File: src/design/rita_pkg.sv
// package: constants, types and helper functions of the radix converter
`default_nettype none
package rita_pkg;

    localparam int DATA_WIDTH_DEF = 32;
    localparam int RADIX_W        = 6;
    localparam int CHAR_W         = 7;
    // restoring division steps done by one step command
    localparam int DIV_STEPS      = 4;

    localparam logic [RADIX_W-1:0] RADIX_MIN = 6'd2;
    localparam logic [RADIX_W-1:0] RADIX_MAX = 6'd36;
    localparam logic [RADIX_W-1:0] RADIX_RST = 6'd10;
    localparam logic [RADIX_W-1:0] DEC_DIGITS = 6'd10;

    localparam logic [CHAR_W-1:0] CHAR_ZERO  = 7'd48;
    // 'A' minus ten
    localparam logic [CHAR_W-1:0] CHAR_ALPHA = 7'd55;

    typedef struct packed {
        logic load;
        logic step;
        logic push;
        logic dec;
        logic emit;
    } t_cmd;

    typedef struct packed {
        logic grp_last;
        logic q_zero;
        logic ptr_zero;
        logic out_free;
    } t_sts;

    function automatic logic [RADIX_W-1:0] clamp_radix(input logic [RADIX_W-1:0] v);
        logic [RADIX_W-1:0] r;
        r = v;
        if (v < RADIX_MIN) begin
            r = RADIX_MIN;
        end else if (v > RADIX_MAX) begin
            r = RADIX_MAX;
        end
        return r;
    endfunction

    function automatic logic [CHAR_W-1:0] digit_to_char(input logic [RADIX_W-1:0] d);
        logic [CHAR_W-1:0] c;
        if (d < DEC_DIGITS) begin
            c = CHAR_ZERO + {1'b0, d};
        end else begin
            c = CHAR_ALPHA + {1'b0, d};
        end
        return c;
    endfunction

endpackage
`default_nettype wire

File: src/design/rita_if.sv
// channel interfaces: number input, digit output, radix write
`default_nettype none
interface rita_in_if #(
    parameter int DATA_WIDTH = 32
);
    logic                  valid;
    logic                  ready;
    logic [DATA_WIDTH-1:0] value;

    modport source (output valid, output value, input ready);
    modport sink   (input valid, input value, output ready);
endinterface

interface rita_out_if;
    logic       valid;
    logic       ready;
    logic [6:0] digit_char;
    logic       last_digit;

    modport source (output valid, output digit_char, output last_digit, input ready);
    modport sink   (input valid, input digit_char, input last_digit, output ready);
endinterface

interface rita_cfg_if;
    logic       valid;
    logic       ready;
    logic [5:0] radix;

    modport source (output valid, output radix, input ready);
    modport sink   (input valid, input radix, output ready);
endinterface
`default_nettype wire

File: src/design/rita_dp.sv
// datapath: radix register, shared divider, digit buffer and output register
`default_nettype none
module rita_dp
    import rita_pkg::*;
#(
    parameter int DATA_WIDTH = DATA_WIDTH_DEF
) (
    input  wire logic                  i_clk,
    input  wire logic                  i_rst_n,
    input  wire t_cmd                  i_cmd,
    output t_sts                       o_sts,
    input  wire logic [DATA_WIDTH-1:0] i_value,
    input  wire logic                  i_cfg_valid,
    input  wire logic [RADIX_W-1:0]    i_cfg_radix,
    input  wire logic                  i_out_ready,
    output logic                       o_out_valid,
    output logic [CHAR_W-1:0]          o_digit_char,
    output logic                       o_last_digit
);

    localparam int GROUPS = (DATA_WIDTH + DIV_STEPS - 1) / DIV_STEPS;
    localparam int PAD_W  = GROUPS * DIV_STEPS;
    localparam int GRP_W  = $clog2(GROUPS);
    localparam int IDX_W  = $clog2(DATA_WIDTH);

    logic [RADIX_W-1:0] r_radix;
    logic [PAD_W-1:0]   r_q;
    logic [RADIX_W-1:0] r_rem;
    logic [GRP_W-1:0]   r_grp;
    logic [IDX_W-1:0]   r_ptr;
    logic [RADIX_W-1:0] r_rd;
    logic               r_out_valid;
    logic [CHAR_W-1:0]  r_char;
    logic               r_last;

    logic [RADIX_W-1:0] mem [DATA_WIDTH];

    logic [PAD_W-1:0]   div_q;
    logic [RADIX_W-1:0] div_rem;

    // DIV_STEPS restoring steps on the narrow remainder
    always_comb begin
        logic [RADIX_W:0] t;
        div_q   = r_q;
        div_rem = r_rem;
        for (int s = 0; s < DIV_STEPS; s++) begin
            t     = {div_rem, div_q[PAD_W-1]};
            div_q = {div_q[PAD_W-2:0], 1'b0};
            if (t >= {1'b0, r_radix}) begin
                t        = t - {1'b0, r_radix};
                div_q[0] = 1'b1;
            end
            div_rem = t[RADIX_W-1:0];
        end
    end

    always_ff @(posedge i_clk) begin
        if (!i_rst_n) begin
            r_radix <= RADIX_RST;
        end else if (i_cfg_valid) begin
            r_radix <= clamp_radix(i_cfg_radix);
        end
    end

    always_ff @(posedge i_clk) begin
        if (!i_rst_n) begin
            r_grp <= '0;
            r_ptr <= '0;
        end else if (i_cmd.load) begin
            r_grp <= '0;
            r_ptr <= '0;
        end else if (i_cmd.step) begin
            r_grp <= r_grp + 1'b1;
        end else if (i_cmd.push) begin
            r_grp <= '0;
            if (r_q != '0) begin
                r_ptr <= r_ptr + 1'b1;
            end
        end else if (i_cmd.dec) begin
            r_ptr <= r_ptr - 1'b1;
        end
    end

    always_ff @(posedge i_clk) begin
        if (i_cmd.load) begin
            r_q   <= PAD_W'(i_value);
            r_rem <= '0;
        end else if (i_cmd.step) begin
            r_q   <= div_q;
            r_rem <= div_rem;
        end else if (i_cmd.push) begin
            r_rem <= '0;
        end
    end

    // digit buffer, least significant digit at address zero
    always_ff @(posedge i_clk) begin
        if (i_cmd.push) begin
            mem[r_ptr] <= r_rem;
        end
        r_rd <= mem[r_ptr];
    end

    always_ff @(posedge i_clk) begin
        if (!i_rst_n) begin
            r_out_valid <= 1'b0;
        end else if (i_cmd.emit) begin
            r_out_valid <= 1'b1;
        end else if (i_out_ready) begin
            r_out_valid <= 1'b0;
        end
    end

    always_ff @(posedge i_clk) begin
        if (i_cmd.emit) begin
            r_char <= digit_to_char(r_rd);
            r_last <= (r_ptr == '0);
        end
    end

    assign o_sts.grp_last = (r_grp == GRP_W'(GROUPS - 1));
    assign o_sts.q_zero   = (r_q == '0);
    assign o_sts.ptr_zero = (r_ptr == '0);
    assign o_sts.out_free = !r_out_valid || i_out_ready;

    assign o_out_valid  = r_out_valid;
    assign o_digit_char = r_char;
    assign o_last_digit = r_last;

endmodule
`default_nettype wire

File: src/design/rita_ctrl.sv
// controller: sequences division, digit storage and digit output
`default_nettype none
module rita_ctrl
    import rita_pkg::*;
(
    input  wire logic i_clk,
    input  wire logic i_rst_n,
    input  wire logic i_in_valid,
    output logic      o_in_ready,
    input  wire t_sts i_sts,
    output t_cmd      o_cmd
);

    localparam logic [2:0] ST_IDLE = 3'd0;
    localparam logic [2:0] ST_DIV  = 3'd1;
    localparam logic [2:0] ST_PUSH = 3'd2;
    localparam logic [2:0] ST_RD   = 3'd3;
    localparam logic [2:0] ST_EMIT = 3'd4;

    logic [2:0] r_state;
    logic [2:0] n_state;

    always_comb begin
        n_state = r_state;
        o_cmd   = '0;
        case (r_state)
            ST_IDLE: begin
                if (i_in_valid) begin
                    o_cmd.load = 1'b1;
                    n_state    = ST_DIV;
                end
            end
            ST_DIV: begin
                o_cmd.step = 1'b1;
                if (i_sts.grp_last) begin
                    n_state = ST_PUSH;
                end
            end
            ST_PUSH: begin
                o_cmd.push = 1'b1;
                n_state    = i_sts.q_zero ? ST_RD : ST_DIV;
            end
            ST_RD: begin
                // buffer read data is registered into r_rd at the end of this state
                n_state = ST_EMIT;
            end
            ST_EMIT: begin
                if (i_sts.out_free) begin
                    o_cmd.emit = 1'b1;
                    if (i_sts.ptr_zero) begin
                        n_state = ST_IDLE;
                    end else begin
                        o_cmd.dec = 1'b1;
                        n_state   = ST_RD;
                    end
                end
            end
            default: begin
                n_state = ST_IDLE;
            end
        endcase
    end

    always_ff @(posedge i_clk) begin
        if (!i_rst_n) begin
            r_state <= ST_IDLE;
        end else begin
            r_state <= n_state;
        end
    end

    assign o_in_ready = (r_state == ST_IDLE);

endmodule
`default_nettype wire

File: src/design/radix_integer_to_ascii.sv
// top level: unsigned integer to ascii digits in a programmable radix
//
//  channel  | dir | payload                 | item
//  ---------+-----+-------------------------+-------------------------------
//  i_in     | in  | value [DATA_WIDTH-1:0]  | one number to convert
//  o_out    | out | digit_char [6:0], last  | one character, msd first
//  i_cfg    | in  | radix [5:0]             | new radix, clamped to 2..36
//
//  one number at a time; each digit is worked out in the shared divider in ST_DIV
//  (4 quotient bits a cycle) and stored in ST_PUSH, then is read back from the
//  single-port digit buffer in ST_RD and sent in ST_EMIT
//  i_in is ready only between numbers; the last character may still wait in
//  the output register while the next number converts
//  o_out back-pressure stalls the readout only; i_cfg is always ready
//  synchronous active-low reset: radix 10, no pending output
`default_nettype none
module radix_integer_to_ascii
    import rita_pkg::*;
#(
    parameter int DATA_WIDTH = DATA_WIDTH_DEF
) (
    input  wire logic   i_clk,
    input  wire logic   i_rst_n,
    rita_in_if.sink     i_in,
    rita_out_if.source  o_out,
    rita_cfg_if.sink    i_cfg
);

    t_cmd cmd;
    t_sts sts;

    // the radix register takes every write
    assign i_cfg.ready = 1'b1;

    // state machine: division, store, readout sequencing
    rita_ctrl u_ctrl (
        .i_clk      (i_clk),
        .i_rst_n    (i_rst_n),
        .i_in_valid (i_in.valid),
        .o_in_ready (i_in.ready),
        .i_sts      (sts),
        .o_cmd      (cmd)
    );

    // divider, digit buffer, output register
    rita_dp #(
        .DATA_WIDTH (DATA_WIDTH)
    ) u_dp (
        .i_clk        (i_clk),
        .i_rst_n      (i_rst_n),
        .i_cmd        (cmd),
        .o_sts        (sts),
        .i_value      (i_in.value),
        .i_cfg_valid  (i_cfg.valid),
        .i_cfg_radix  (i_cfg.radix),
        .i_out_ready  (o_out.ready),
        .o_out_valid  (o_out.valid),
        .o_digit_char (o_out.digit_char),
        .o_last_digit (o_out.last_digit)
    );

endmodule
`default_nettype wire

File: src/flat_wrapper.sv
// flat-port wrapper written by rule: the top's interface ports become plain ports
module radix_integer_to_ascii_flat import rita_pkg::*;
#(
    parameter int DATA_WIDTH = DATA_WIDTH_DEF
)
  (i_clk, i_rst_n, i_in_valid, i_in_value, i_in_ready, o_out_valid, o_out_digit_char, o_out_last_digit, o_out_ready, i_cfg_valid, i_cfg_radix, i_cfg_ready);
  rita_in_if #(.DATA_WIDTH(DATA_WIDTH)) i_in_i ();
  rita_out_if o_out_i ();
  rita_cfg_if i_cfg_i ();
  input  wire logic i_clk;
  input  wire logic i_rst_n;
  input wire logic [$bits(i_in_i.valid)-1:0] i_in_valid;
  input wire logic [$bits(i_in_i.value)-1:0] i_in_value;
  output wire logic [$bits(i_in_i.ready)-1:0] i_in_ready;
  output wire logic [$bits(o_out_i.valid)-1:0] o_out_valid;
  output wire logic [$bits(o_out_i.digit_char)-1:0] o_out_digit_char;
  output wire logic [$bits(o_out_i.last_digit)-1:0] o_out_last_digit;
  input wire logic [$bits(o_out_i.ready)-1:0] o_out_ready;
  input wire logic [$bits(i_cfg_i.valid)-1:0] i_cfg_valid;
  input wire logic [$bits(i_cfg_i.radix)-1:0] i_cfg_radix;
  output wire logic [$bits(i_cfg_i.ready)-1:0] i_cfg_ready;
  assign i_in_i.valid = i_in_valid;
  assign i_in_i.value = i_in_value;
  assign i_in_ready = i_in_i.ready;
  assign o_out_valid = o_out_i.valid;
  assign o_out_digit_char = o_out_i.digit_char;
  assign o_out_last_digit = o_out_i.last_digit;
  assign o_out_i.ready = o_out_ready;
  assign i_cfg_i.valid = i_cfg_valid;
  assign i_cfg_i.radix = i_cfg_radix;
  assign i_cfg_ready = i_cfg_i.ready;
  radix_integer_to_ascii #(.DATA_WIDTH(DATA_WIDTH)) u_core (.i_clk(i_clk), .i_rst_n(i_rst_n), .i_in(i_in_i), .o_out(o_out_i), .i_cfg(i_cfg_i));
endmodule
File: config.mk
export PLATFORM = sky130hd
export DESIGN_NAME = radix_integer_to_ascii_flat
export DESIGN_NICKNAME = d
export VERILOG_FILES = /design/src/design/rita_pkg.sv /design/src/design/rita_if.sv /design/src/design/rita_dp.sv /design/src/design/rita_ctrl.sv /design/src/design/radix_integer_to_ascii.sv /design/src/flat_wrapper.sv
export SDC_FILE = /design/constraint.sdc
export NUM_CORES = 1
export LEC_CHECK = 0
export BUFFER_PORTS_ARGS = -buffer_cell sky130_fd_sc_hd__clkbuf_2
export CAP_MARGIN = 20
export CORE_MARGIN = 5
export CORE_UTILIZATION = 62
export CTS_BUF_LIST = sky130_fd_sc_hd__clkbuf_4 sky130_fd_sc_hd__clkbuf_8 sky130_fd_sc_hd__clkbuf_16
export DETAILED_ROUTE_END_ITERATION = 7
export GPL_TIMING_DRIVEN = 0
export PLACE_DENSITY_LB_ADDON = 0.15
export REMOVE_ABC_BUFFERS = 1
export SYNTH_ARGS = -nofsm -noshare
export SYNTH_HDL_FRONTEND = slang
export SYNTH_SLANG_ARGS = --single-unit
File: constraint.sdc
create_clock -name i_clk -period 8.2 [get_ports i_clk]
set_input_delay 1.64 -clock i_clk [delete_from_list [all_inputs] [get_ports i_clk]]
set_output_delay 1.64 -clock i_clk [all_outputs]
set_load 0.05 [all_outputs]
# [After elaboration in Yosys (flattened, before gate mapping)]
# Memories as Yosys holds them, arrays and structs flattened. A register that Yosys moved wholly into a read port is not among the register bits.
# Cells that the tools add are included.
[totals] regBits=64 latch_bits=0 ramBits=192 rom_bits=0 in_bits=43 out_inout_bits=11 word_cells=87 n_memories=1
[memory_table] memory="u_core.u_dp.mem" words=32 word_bits=6 rd=1 rd_ports_with_merged_regs=1 write_ports=1 line="rita_dp.sv:36" rtl="logic [RADIX_W-1:0] mem [DATA_WIDTH];"
[op_classes] n_addsub=9 n_mul=0 div_mod_pow=0 magnitude_cmp=7 eq_ne=9 shifts=0 n_mux=37 n_bitwise=2 n_reduce_logical=13
[op_table] op="2-to-1 mux 32 bit" count=2
[op_table] op="2-to-1 mux 6 bit" count=8
[op_table] op="zero test 32 bit" count=1
[op_table] op="nonzero test 32 bit" count=1
[op_table] op=">= comparator 7 x 6 -> 1 bit" count=4
[op_table] op="subtractor 6 bit" count=4
[op_table] op="2-to-1 mux 3 bit" count=5
[op_table] op="2-to-1 mux 5 bit" count=3
[op_table] op="one-hot mux 3 bit (5 select lines)" count=1
[op_table] op="adder 6 x 6 -> 7 bit (first input constant)" count=2
[op_table] op="2-to-1 mux 1 bit" count=13
[op_table] op="2-to-1 mux 2 bit" count=4
[op_table] op="nonzero test 2 bit" count=4
[op_table] op="2-to-1 mux 7 bit" count=1
[op_table] op="equality test 3 x 2 -> 1 bit (second input constant)" count=2
[op_table] op="equality test 3 bit (second input constant)" count=2
[op_table] op="greater-than comparator 6 bit (second input constant)" count=1
[op_table] op="< comparator 6 x 2 -> 1 bit (second input constant)" count=1
[op_table] op="< comparator 6 x 4 -> 1 bit (second input constant)" count=1
[op_table] op="AND reduction 3 bit" count=2
[op_table] op="adder 5 x 1 -> 5 bit (second input constant)" count=1
[op_table] op="zero test 5 bit" count=1
[op_table] op="subtractor 5 x 1 -> 5 bit (second input constant)" count=1
[op_table] op="inequality test 2 x 1 -> 1 bit (second input constant)" count=2
[op_table] op="other kinds (8)" count=10

# [Longest topological paths before layout]
# Gate-level depths: netlist (run 1).
[depth] depth_word=10 depth_mapped=30 depth_no_buf=29

# [By module]
# Synthesis (run 1) repeated with hierarchy kept, for this count alone.
[unflattened] hier_cells=775 hier_area_um2=11922.7
[modules_own_cells] mod="rita_dp" instances=1 cells_per_inst=745 area_each_um2=11651.2 seq_area_each_um2=7507.2
[modules_own_cells] mod="rita_ctrl" instances=1 cells_per_inst=28 area_each_um2=260.2 seq_area_each_um2=60.1
[modules_own_cells] mod="radix_integer_to_ascii" instances=1 cells_per_inst=2 area_each_um2=11.3 seq_area_each_um2=0.0

# [Least setup slack after synthesis (run 1)]
# OpenSTA, ideal clock, no wires.
[synth_path] path_type="register -> register" startpoint="register u_core.u_dp.r_rem[3]" endpoint="register u_core.u_dp.r_q[0], data pin" setup_time_ps=270 arrival_ps=7072 t_required_ps=7930 setup_slack_ps=857 path_stages_with_launch=28 path_buffers=1 period_less_slack_ps=7343 path_cell_list="dfxtp_1 ha_1 a21o_1 a211o_1 a21o_4 mux2_4 ha_1 and4_1 a221oi_2 nand2_1 o21ai_0 inv_1 ha_1 a2111oi_0 o21ai_0 or4_1 buf_2 a21oi_1 or2_1 ha_1 nor2b_1 o211ai_1 nand3b_1 a21oi_1 o21a_1 o31ai_2 a21oi_2 a21oi_1"
[synth_between] elab_chain_len=10
[synth_rtl] item="start: declaration" line="rita_dp.sv:28" rtl="logic [RADIX_W-1:0] r_rem;"
[synth_rtl] item="start signal: assignment" line="rita_dp.sv:90" rtl="r_rem <= div_rem;"
[synth_rtl] item="subtractor 6 bit or >= comparator 7 x 6 -> 1 bit (tied branches)" line="rita_dp.sv:50, rita_dp.sv:49"
[synth_rtl] item="2-to-1 mux 6 bit *" line="rita_dp.sv:49" rtl="if (t >= {1'b0, r_radix}) begin"
[synth_rtl] item="subtractor 6 bit or >= comparator 7 x 6 -> 1 bit (tied branches)" line="rita_dp.sv:50, rita_dp.sv:49"
[synth_rtl] item="2-to-1 mux 6 bit *" line="rita_dp.sv:49"
[synth_rtl] item=">= comparator 7 x 6 -> 1 bit or subtractor 6 bit (tied branches)" line="rita_dp.sv:49, rita_dp.sv:50"
[synth_rtl] item="2-to-1 mux 6 bit *" line="rita_dp.sv:49"
[synth_rtl] item=">= comparator 7 x 6 -> 1 bit *" line="rita_dp.sv:49"
[synth_rtl] item="2-to-1 mux 1 bit *" line="rita_dp.sv:49"
[synth_rtl] item="2-to-1 mux 32 bit *" line="rita_dp.sv:88" rtl="end else if (i_cmd.step) begin"
[synth_rtl] item="2-to-1 mux 32 bit *" line="rita_dp.sv:85" rtl="if (i_cmd.load) begin"
[synth_rtl] item="end signal: assignment" line="rita_dp.sv:86" rtl="r_q <= PAD_W'(i_value);"
[synth_rtl] item="end signal: assignment" line="rita_dp.sv:89" rtl="r_q <= div_q;"
[synth_rtl] item="end: declaration" line="rita_dp.sv:27" rtl="logic [PAD_W-1:0] r_q;"
# Every way passes the cells marked *; elsewhere a longest branch is shown, timed or not. The select of a mux whose other input is x is not followed.
# A chain may end at the register's enable or synchronous reset.

# [Worst setup path after layout (run 1)]
# Same ends and word-level chain as after synthesis.

==> summary.md, run 1 <==
| Metric | Value |
|---|---|
| Clk root buf | clkbuf_16 |
| Final Power | 5546 uW |
| CP startpoint kind | register |
| Clock skew | 0.006281 ns |
| R2R Path End | u_core.u_dp.r_q[0] |
| Cell taking the most area after synthesis | edfxtp_1 |
| Initial antenna violation count | 0 |
| Largest cells by area after synthesis | edfxtp_1 58%, mux4_2 9.0%, dfxtp_1 5.0% |
| Max Fclk | between 100 and 150 MHz |
| Pin count of the biggest net entering global routing | 39 |
| Starting Density | a little under two thirds |
| Boundary pin count | 54 |
| Cell mode on critical path | ha_1 |
| CP peak stage delay | just under 0.7 ns |
| Number of synthesized register bits | 262 |
| CP max FO | 35 |
| Num CTS Buffers | 26 |
| Total grt overflow | 0 |
| Syn Inst Count | 852 |
| Synth unique cells | 70 |
| Max Cap Viol | 0 |
| Layout Nets | roughly 990 |
| Post-DP HPWL | 17330 um |
| Slew @ Worst Pin | 0.9759 ns |
| Final hold violations | 0 |
| CTS tree | done |
| Vias/cell | 6.218 |
| CP required | around 8.5 ns |
| Worst slack, placed | -0.7462 ns |
| Global-route wire length before repair | 41100 um |
| Routed Antenna Nets | 0 |
| Shortest period the worst path allows | 7.645 ns |
| Fin worst setup slack | 0.5554 ns |
| H-tree depth | 1 |
| Gpl congestion | 0.9022 |
| CP arrival | 7.91 ns |
| Ant diodes | 0 |
| Routed vias | 7374 |
| GR Util All Layers | 23.70% |
| Period utilization | around 93% |
| Pre-antenna DRT Iters | 5 |
| Slowest CP cell | or4_1 |
| Post-synth EDFFs | ~230 |
| Crit path kind | reg2reg |
| VDD IR max | 0.5857 mV |
| Synth Flop Type | edfxtp_1 |
| Row Count | 50 |
| Clock tree buffer depth | 3 |
| Final Max Tran Viols | 0 |
| Die ar. | ~0.022 sq mm |
| Mapped Avg Cell Area | 14.05 sq um |
| Clock latency on the worst-skew pair | 0.52 ns |
| Synth top area share | 58.19% |
| Min-delay worst type | reg2reg |
| Crit path buf inv count | 1 |
| Yosys warns | 0 |
| Area growth from synthesis to layout | 12.24% |
| Core region area | 0.01883 sq mm |
| Slew HR | 34.94% |
| Status | finished clean |
| Clk sink count | about 260 |
| Clk slew on worst S/H paths | roughly 0.060 ns |
| Worst Hold Depth | 2 |
| Worst path top cell family by delay | compound AO/OA/AOI/OAI gates |
| Share of cells above drive strength 1 | 19.87% |
| R2r startpoint | u_core.u_dp.r_rem[3] |
| Die H | 149.0 um |
| Placed inst area | 0.01255 sq mm |
| Vias in the first global route | between 7000 and 8000 |
| Die X | 149.0 um |
| Leakage | around 0.0047 uW |
| Cell Area, Synth | roughly 0.012 sq mm |
| DRC | 0 |
| Hold endpoint | u_core.u_dp.r_grp[1] |
| Unrepaired setup endpoints after global routing | false |
| IO Port Bufs | 52 |
| Post-synth ARST share | 0% |
| Final wirelength | 25780 um |
| Seq/Total Area, Yosys | between 60% and 70% |
| Design area | 0.01344 sq mm |
| Setup violations, final | 0 |
| Crit end category | register |
| Cts hold-fix bufs | 0 |
| Wirelength per Cell | 21.73 um |
| Total power per unit cell area | 412.7 mW/mm^2 |
| Cells on worst reg2reg path | 27 |
| Hold_sp | u_core.u_dp.r_grp[1] |
| R2R setup slack | 0.56 ns |
| 1st-iter DRT viols | between 500 and 600 |
-- synth_stat cells, types with 8 or more instances --
library cell	instances
nor2b_1	21
nand3_1	10
mux4_2	48
xnor2_1	16
a21o_1	8
dfxtp_1	30
clkbuf_1	23
mux2i_1	9
edfxtp_1	232
nand2_1	114
ha_1	32
nand4_1	8
inv_1	28
a22oi_1	16
nor3_1	10
a21oi_1	35
nor4_1	11
o21ai_0	17
nor2_1	61
-- worst max-delay path by stage --
stage / start / end / depth (start not counted)
after global routing: u_core.u_dp.r_radix[1] / u_core.u_dp.r_q[0] / 28
final: u_core.u_dp.r_rem[3] / u_core.u_dp.r_q[0] / 27
after CTS: u_core.u_dp.r_rem[3] / u_core.u_dp.r_q[0] / 27
after global placement: u_core.u_dp.r_rem[3] / u_core.u_dp.r_q[0] / 27
after floorplan: u_core.u_dp.r_rem[3] / u_core.u_dp.r_q[0] / 26
after detailed placement: u_core.u_dp.r_rem[3] / u_core.u_dp.r_q[0] / 27
-- area by class of cell --
| class | count | area [sq um] |
|---|---|---|
| Timing Repair Buffer | 63 | 450.4 |
| Tap cell | 260 | 325.3 |
| Clock buffer | 34 | 728.2 |
| Sequential cell | 262 | 7584 |
| Multi-Input combinational cell | 528 | 4194 |
| Inverter | 28 | 105.1 |
| Fill cell | 1155 | 5393 |
| Clock inverter | 11 | 51.30 |
-- worst reg2reg max path, stage by stage, from the launching register on --
cell	delay, ns
dfxtp_4	0.59
ha_1	0.38
a21o_1	0.18
a211o_1	0.34
a21o_4	0.23
mux2i_1	0.30
ha_1	0.31
a21o_1	0.20
a21o_1	0.20
a221oi_4	0.34
nand2_1	0.18
o21ai_2	0.27
inv_1	0.07
ha_1	0.29
a2111oi_0	0.37
o21ai_1	0.27
or4_1	0.69
a21oi_1	0.26
or2_1	0.17
ha_1	0.25
nor2b_1	0.15
o211ai_1	0.19
nand3b_1	0.11
a21oi_1	0.24
o21a_1	0.24
o31ai_2	0.12
a21oi_2	0.32
a21oi_1	0.11
-- power breakdown --
group          internal (uW)  leakage [uW]  total [uW]  switching (uW)
Combinational           1110       0.00192        2680            1560
Clock                    621      0.000395        1090             467
Sequential              1650       0.00239        1780             130
-- metrics by stage --
step                instances  util [%]  TNS (ns)  hold WS [ns]
floorplan                 818         -         0        0.4695
global placement         1130     65.97    -3.342        0.4836
detailed placement       1135     66.65    -4.367        0.5206
CTS                      1180     70.90         0        0.5387
global route             1186     71.36         0        0.5637
finish                   1186     71.36         0        0.5381
-- layer usage --
metal | track usage (%) | wire length, um | vias to the layer above
met1 | 30.64 | 10110 | 3643
met4 | 7.277 | 707 | 0
met3 | 3.737 | 1577 | 63
met5 | 0 | 0 | -
li1 | - | - | 3382
met2 | 41.64 | 13380 | 286
-- cell usage in the layout, fill, tap and decap left out, types with 9 or more instances in the layout --
master	netlist	layout
clkbuf_16	0	27
nor4_1	11	11
xnor2_1	16	16
nand2_1	114	114
nand3_1	10	10
nor3_1	10	10
nor2_1	61	61
inv_1	28	28
mux4_2	48	48
ha_1	32	32
clkbuf_2	0	52
o21ai_0	17	15
edfxtp_1	232	232
dfxtp_1	30	23
a22oi_1	16	16
nor2b_1	21	21
mux2i_1	9	9
a21oi_1	35	35
-- kinds of logic after synthesis --
| logic type | share of synthesized area, % |
|---|---|
| muxes | 10.19 |
| AOI/OAI and AO/OA | 8.172 |
| buffers and inverters | 2.006 |
| and+or+nand+nor | 10.83 |
| xor gates and xnor gates | 1.390 |
| other | 0.03132 |
| adders and majority gates | 4.180 |
| DFF | 63.20 |
-- sequential cells by signal, indices dropped and copies added (netlist names), 3 cells and up --
register and count:
u_core.u_dp.r_q 32, u_core.u_dp.r_rd 6, u_core.u_ctrl.r_state 3, u_core.u_dp.r_grp 3, u_core.u_dp.r_ptr 5, u_core.u_dp.r_rem 6
u_core.u_dp.mem 192, u_core.u_dp.r_radix 6, u_core.u_dp.o_digit_char 7
-- timing repair --
item / in CTS / in global routing
buffers inserted: 0 / 4
setup endpoints to repair: 7 / 7
resized for setup: 9 / 3
pin swaps: 0 / 1
No activity file was read; power rests on OpenSTA's default activity.
==> run 2: changes to the inputs <==
--- a/config.mk
+++ b/config.mk
@@ -12,8 +12,10 @@
 export CTS_BUF_LIST = sky130_fd_sc_hd__clkbuf_4 sky130_fd_sc_hd__clkbuf_8 sky130_fd_sc_hd__clkbuf_16
 export DETAILED_ROUTE_END_ITERATION = 7
 export GPL_TIMING_DRIVEN = 0
+export MAX_ROUTING_LAYER = met4
 export PLACE_DENSITY_LB_ADDON = 0.15
 export REMOVE_ABC_BUFFERS = 1
+export SETUP_SLACK_MARGIN = 0.3
 export SYNTH_ARGS = -nofsm -noshare
 export SYNTH_HDL_FRONTEND = slang
 export SYNTH_SLANG_ARGS = --single-unit
==> summary.md, run 2 (synthesis gave the netlist of run 1 again) <==
| Metric | Value |
|---|---|
| Die X | 149.0 um |
| Cts hold-fix bufs | 0 |
| Storage cell area | 0.007584 sq mm |
| Clock tree buffer depth | 3 |
| Die ar. | 0.02219 sq mm |
| Slew HR | a little over a third |
| Worst Hold Depth | 2 |
| Clock latency on the worst-skew pair | around 0.53 ns |
| Pin count of the biggest net entering global routing | 37 |
| VDD IR max | between 0.6 and 0.7 mV |
| Biggest register | u_core.u_dp.mem |
| Leakage | approximately 0.0047 uW |
| Setup violations, final | 0 |
| IO Port Bufs | 52 |
| Core region area | 0.01883 sq mm |
| Design area | 0.01350 sq mm |
| Wirelength per Cell | 21.59 um |
| Unrepaired setup endpoints after global routing | false |
| Period utilization | 91.70% |
| R2r startpoint | u_core.u_dp.r_radix[1] |
| Shortest period the worst path allows | 7.520 ns |
| Most common cell after layout, fill and taps aside | edfxtp_1 |
| CTS tree | done |
| Global-route wire length before repair | between 40000 and 50000 um |
| Hold endpoint | u_core.u_dp.r_grp[2] |
| 1st-iter DRT viols | 567 |
| R2R setup slack | approximately 0.7 ns |
| Min-delay worst type | reg2reg |
| Max Fclk | between 100 and 150 MHz |
| Final hold violations | 0 |
| Cells on worst reg2reg path | 26 |
| Layout Nets | slightly below 1000 |
| Boundary pin count | 54 |
| Area growth from synthesis to layout | 12.75% |
| GR Util All Layers | 24.08% |
| Routed vias | roughly 7400 |
| Clock skew | 0.03435 ns |
| Post-DP HPWL | 16970 um |
| Max Cap Viol | 0 |
| Final core utilization | 71.69% |
| Pre-antenna DRT Iters | 5 |
| Final non-filler cell total | 1185 |
| Final Max Tran Viols | 0 |
| Status | finished clean |
| Fillcell total | 1222 |
| CP required | 8.45 ns |
| CP max FO | 6 |
| Crit end category | register |
| Fin Hold WS | 0.5243 ns |
| Slowest CP cell | or4_4 |
| Vias in the first global route | 7474 |
| Slew @ Worst Pin | between 0.9 and 1 ns |
| Total power per unit cell area | ~420 mW/mm^2 |
| CP peak stage delay | 0.62 ns |
| Placed cells | 1135 |
| Routed Antenna Nets | 0 |
| Die H | around 150 um |
| Total grt overflow | 0 |
| DRC | 0 |
| Final Power | 5660 uW |
| Share of cells above drive strength 1 | between 20% and 30% |
| CP arrival | 7.77 ns |
| Max reg flops | 192 |
| Crit path kind | reg2reg |
| Num CTS Buffers | 26 |
| R2R Path End | u_core.u_dp.r_q[0] |
| Final wirelength | 25580 um |
| Hold_sp | u_core.u_dp.r_grp[2] |
| Clk slew on worst S/H paths | roughly 0.06 ns |
| Vias/cell | 6.266 |
| Clk sink count | ~260 |
| Commonest cells after routing, fill and taps aside | 232 x edfxtp_1, 114 x nand2_1, 61 x nor2_1, 52 x clkbuf_2, 48 x mux4_2 |
| CP startpoint kind | register |
| Placed inst area | 0.01255 sq mm |
| H-tree depth | 1 |
| Gpl congestion | ~0.96 |
| Starting Density | 63.58% |
| Multi-input logic area | 0.004209 sq mm |
| Ant diodes | 0 |
| CP startpoint | u_core.u_dp.r_radix[1] |
| Clk root buf | clkbuf_16 |
| Row Count | 50 |
| Initial antenna violation count | 0 |
==> run 2: changes by cell type in the layout (fill, tap and decap cells not counted), sizes merged <==
cell / change
buf: -1
dlymetal6s2s: +1
clkinvlp: +2
clkinv: -1
clkbuf: -4
bufinv: +2
==> run 2: layout make-up <==
cell class                      count  area share, %
Sequential cell                   262          56.18
Multi-Input combinational cell    528          31.18
Tap cell                          260          2.410
Clock buffer                       30          5.042
Timing Repair Buffer               63          3.402
Inverter                           28         0.7786
Clock inverter                     14          1.010
==> run 2: how the worst max path moves through the flow <==
| stage | cells after the start | end | slack, ns |
|---|---|---|---|
| after detailed placement | 26 | u_core.u_dp.r_q[0] | -0.90 |
| after floorplan | 26 | u_core.u_dp.r_q[0] | 0.81 |
| after global placement | 26 | u_core.u_dp.r_q[0] | -0.51 |
| after global routing | 25 | u_core.u_dp.r_q[0] | 0.34 |
| after CTS | 27 | u_core.u_dp.r_q[0] | 0.31 |
| final | 26 | u_core.u_dp.r_q[0] | 0.68 |
==> run 2: layer usage <==
metal  share of wire (%)  track usage, %  vias to the layer above  wire length (um)
met5                   0               -                        -                 0
met4                 2.3           6.087                        0               580
met3                 6.0           2.522                       45              1541
met2                  52           41.84                      316             13240
met1                  40           30.82                     3675             10220
li1                    -               -                     3389                 -
==> run 2: power by group <==
part	switching (uW)	internal [uW]	total, uW
registers	117	1650	1770
logic	1600	1160	2760
clock network	476	658	1130
total	2190	3470	5660
==> run 2: per-stage QoR <==
stage / setup TNS (ns) / worst slack, ns
detailed placement: -5.361 / -0.9011
CTS: 0 / 0.3145
finish: 0 / 0.6803
global route: 0 / 0.3438
global placement: -2.658 / -0.5100
floorplan: 0 / 0.8074
==> run 2: worst max-delay path: cells and delay by family, from the launching register on <==
family                   cells  cell delay [ns]
AO/OA/AOI/OAI               14             3.44
adder cells (fa/ha/maj)      4             1.39
AND/OR/NAND/NOR              4             1.20
flip-flops                   1             0.51
buffers and inverters        2             0.34
multiplexers                 1             0.30
XOR/XNOR                     1             0.09
==> run 2: timing repair <==
action                     in CTS  in global routing
resized for setup               9                  6
pin swaps                       0                  1
setup endpoints to repair       7                  7
setup buffers                   0                  3
gates cloned                    0                  0
==> run 3: changes to the inputs <==
--- a/config.mk
+++ b/config.mk
@@ -5,10 +5,11 @@
 export SDC_FILE = /design/constraint.sdc
 export NUM_CORES = 1
 export LEC_CHECK = 0
+export ABC_AREA = 1
 export BUFFER_PORTS_ARGS = -buffer_cell sky130_fd_sc_hd__clkbuf_2
 export CAP_MARGIN = 20
 export CORE_MARGIN = 5
-export CORE_UTILIZATION = 62
+export CORE_UTILIZATION = 61
 export CTS_BUF_LIST = sky130_fd_sc_hd__clkbuf_4 sky130_fd_sc_hd__clkbuf_8 sky130_fd_sc_hd__clkbuf_16
 export DETAILED_ROUTE_END_ITERATION = 7
 export GPL_TIMING_DRIVEN = 0
==> summary.md, run 3 <==
| Metric | Value |
|---|---|
| Setup repair bufs after CTS | 0 |
| Clk slew on worst S/H paths | 0.06 ns |
| Clk root buf | clkbuf_16 |
| Final hold violations | 0 |
| Setup TNS | 0 ns |
| Period utilization | slightly below 90% |
| Most common cell in the netlist | edfxtp_1 |
| Cell mode on critical path | nand2_1 |
| CTS tree | done |
| Setup violations, final | 0 |
| Worst Setup EP | u_core.u_dp.r_rem[5] |
| Clock tree buffer depth | 3 |
| Biggest register | u_core.u_dp.mem |
| Post-synth EDFFs | 232 |
| Die X | about 150 um |
| Cell Area, Synth | 0.01163 sq mm |
| Routed Antenna Nets | 0 |
| Synth Flop Type | edfxtp_1 |
| Die H | 148.1 um |
| Final non-filler cell total | 1311 |
| Max Fclk | 141.0 MHz |
| Synth top area share | 59.90% |
| Final Max Tran Viols | 0 |
| Largest cells by area after synthesis | edfxtp_1 60%, a22oi_1 6.2%, nand2_1 5.5% |
| 1st-iter DRT viols | 554 |
| Global-route wire length before repair | 40420 um |
| Combinational power share | 48.3% |
| Wirelength per Cell | 19.32 um |
| Crit path buf inv count | 5 |
| Vias/cell | 5.979 |
| Yosys warns | 0 |
| Cts hold-fix bufs | 0 |
| Number of synthesized register bits | 262 |
| Pin count of the biggest net entering global routing | 50 |
| Switching Share | 40.59% |
| Design area | 0.01319 sq mm |
| Crit path kind | reg2reg |
| DRC | 0 |
| Commonest cells after routing, fill and taps aside | 232 x edfxtp_1, 169 x nand2_1, 96 x a22oi_1, 82 x inv_1, 78 x a21oi_1 |
| Resized cells post-CTS | 0 |
| Status | finished clean |
| H-tree depth | 1 |
| Critical path depth | 42 |
| Clock power frac | 20.8% |
| Layout Nets | 1138 |
| Share of cells above drive strength 1 | between 10 and 15% |
| GR Util All Layers | 24.08% |
| Slowest CP cell | dfxtp_1 |
| Worst path top cell family by delay | simple AND/OR/NAND/NOR gates |
| Clock skew | 0.009549 ns |
| Sw power | ~2300 uW |
| Pint | 3382 uW |
| Placed inst area | 0.01233 sq mm |
| Max Cap Viol | 0 |
| Shortest period the worst path allows | around 7 ns |
| Synth top cells by count | 232 x edfxtp_1, 169 x nand2_1, 96 x a22oi_1 |
| Routed vias | 7838 |
| Row Count | 50 |
| CP max FO | 18 |
| Total grt overflow | 0 |
| Total power per unit cell area | between 400 and 500 mW/mm^2 |
| Seq/Total Area, Yosys | 65.06% |
| Die ar. | 0.02193 sq mm |
| Sequential power share | between 30% and 40% |
| Post-synth ARST share | 0% |
| R2R Path End | u_core.u_dp.r_rem[5] |
| Synth unique cells | 43 |
| CP arrival | 7.49 ns |
| Ant diodes | 0 |
| Starting Density | 61.97% |
| Area growth from synthesis to layout | 13.36% |
| Most common cell after layout, fill and taps aside | edfxtp_1 |
| Clk sink count | 262 |
| CP startpoint | u_core.u_dp.r_rem[2] |
| R2r startpoint | u_core.u_dp.r_rem[2] |
| IO Port Bufs | 52 |
| Num CTS Buffers | 26 |
| Leakage | 0.004907 uW |
| Final core utilization | 70.25% |
| Boundary pin count | 54 |
| Slew HR | 37.33% |
| Mapped Avg Cell Area | about 12 sq um |
| Slew @ Worst Pin | 0.9387 ns |
| Syn Inst Count | 997 |
| Pre-antenna DRT Iters | 5 |
| CP required | 8.60 ns |
| Gpl congestion | 0.8767 |
| Cell taking the most area after synthesis | edfxtp_1 |
| Cells on worst reg2reg path | between 40 and 50 |
| Clock latency on the worst-skew pair | 0.53 ns |
| Max reg flops | between 150 and 200 |
| Initial antenna violation count | 0 |
| Post-DP HPWL | 16660 um |
| Core region area | 0.01877 sq mm |
| Final wirelength | ~25000 um |
| Vias in the first global route | 7662 |
| Min-delay worst type | reg2reg |
| Placed cells | 1264 |
| CP startpoint kind | register |
| Crit end category | register |
| VDD IR max | between 0.8 and 0.9 mV |
| R2R setup slack | about 1.1 ns |
| CP peak stage delay | 0.93 ns |
| Unrepaired setup endpoints after global routing | false |
| Worst Hold Depth | 2 |
[run 3: cell count changes after synthesis, sizes merged, moves of 8 or more]
cell    previous run  this run
a21o               9         1
a21oi             37        84
a22oi             16        96
clkinv             0        10
inv               28        85
mux2i              9         0
mux4              48         0
nand2            115       172
nand3             10        41
nor2              61        69
nor2b             21         0
o21ai             19        34
[run 3: final cells by class]
type                       instances  area (sq um)
inverter                          95         356.6
multi-input combinational        611          3606
fill                            1331          5583
clock inverter                    13         112.6
clock buffer                      34         747.0
sequential                       262          7567
timing repair buffer              62         503.0
tap                              234         292.8
[run 3: kinds of logic after synthesis]
group	count (synthesis)	synth area share (%)
AOI/OAI and AO/OA	229	12.49
xor gates and xnor gates	20	1.506
adders and majority gates	37	4.303
buffers and inverters	124	4.066
DFF	262	65.06
other	1	0.03224
and+or+nand+nor	324	12.54
[run 3: power groups by stage]
stage | logic, uW | clock network (uW) | registers [uW]
after floorplan | 2140 | 0 | 1760
after global placement | 2560 | 0 | 1820
after detailed placement | 2720 | 0 | 1790
after CTS | 2730 | 1190 | 1760
after global routing | 3100 | 1250 | 1770
final | 2750 | 1190 | 1760
[run 3: layer usage]
metal,global-route usage [%],routed length [um],vias to the layer above
li1,-,-,3760
met1,33.31,10820,3738
met2,37.75,11990,291
met3,3.016,1803,49
met4,7.945,711,0
met5,-,0,-
[run 3: how the worst min path moves through the flow]
| stage | startpoint | end | slack [ns] |
|---|---|---|---|
| 2_1_floorplan | u_core.u_dp.r_radix[2] | u_core.u_dp.r_radix[2] | 0.44 |
| 3_3_place_gp | u_core.u_dp.r_grp[1] | u_core.u_dp.r_grp[1] | 0.45 |
| 3_5_place_dp | u_core.u_dp.r_radix[4] | u_core.u_dp.r_radix[4] | 0.46 |
| 4_1_cts | u_core.u_dp.r_grp[2] | u_core.u_dp.r_grp[2] | 0.47 |
| 5_1_grt | u_core.u_dp.r_radix[2] | u_core.u_dp.r_radix[2] | 0.48 |
| 6_report | u_core.u_dp.r_grp[2] | u_core.u_dp.r_grp[2] | 0.47 |
[run 3: metrics by stage]
step                      worst slack [ns]  power, uW  hold WS [ns]
after floorplan                      2.242       3897        0.4437
after global placement              0.8871       4386        0.4528
after detailed placement             1.151       4507        0.4607
after CTS                            1.134       5687        0.4707
after global routing                0.4083       6125        0.4840
final                                1.109       5693        0.4709
[run 3: worst min-delay path: stages, from the launching register on]
cell and delay [ns]:
dfxtp_1 0.31, nand2_1 0.06, a21oi_1 0.05
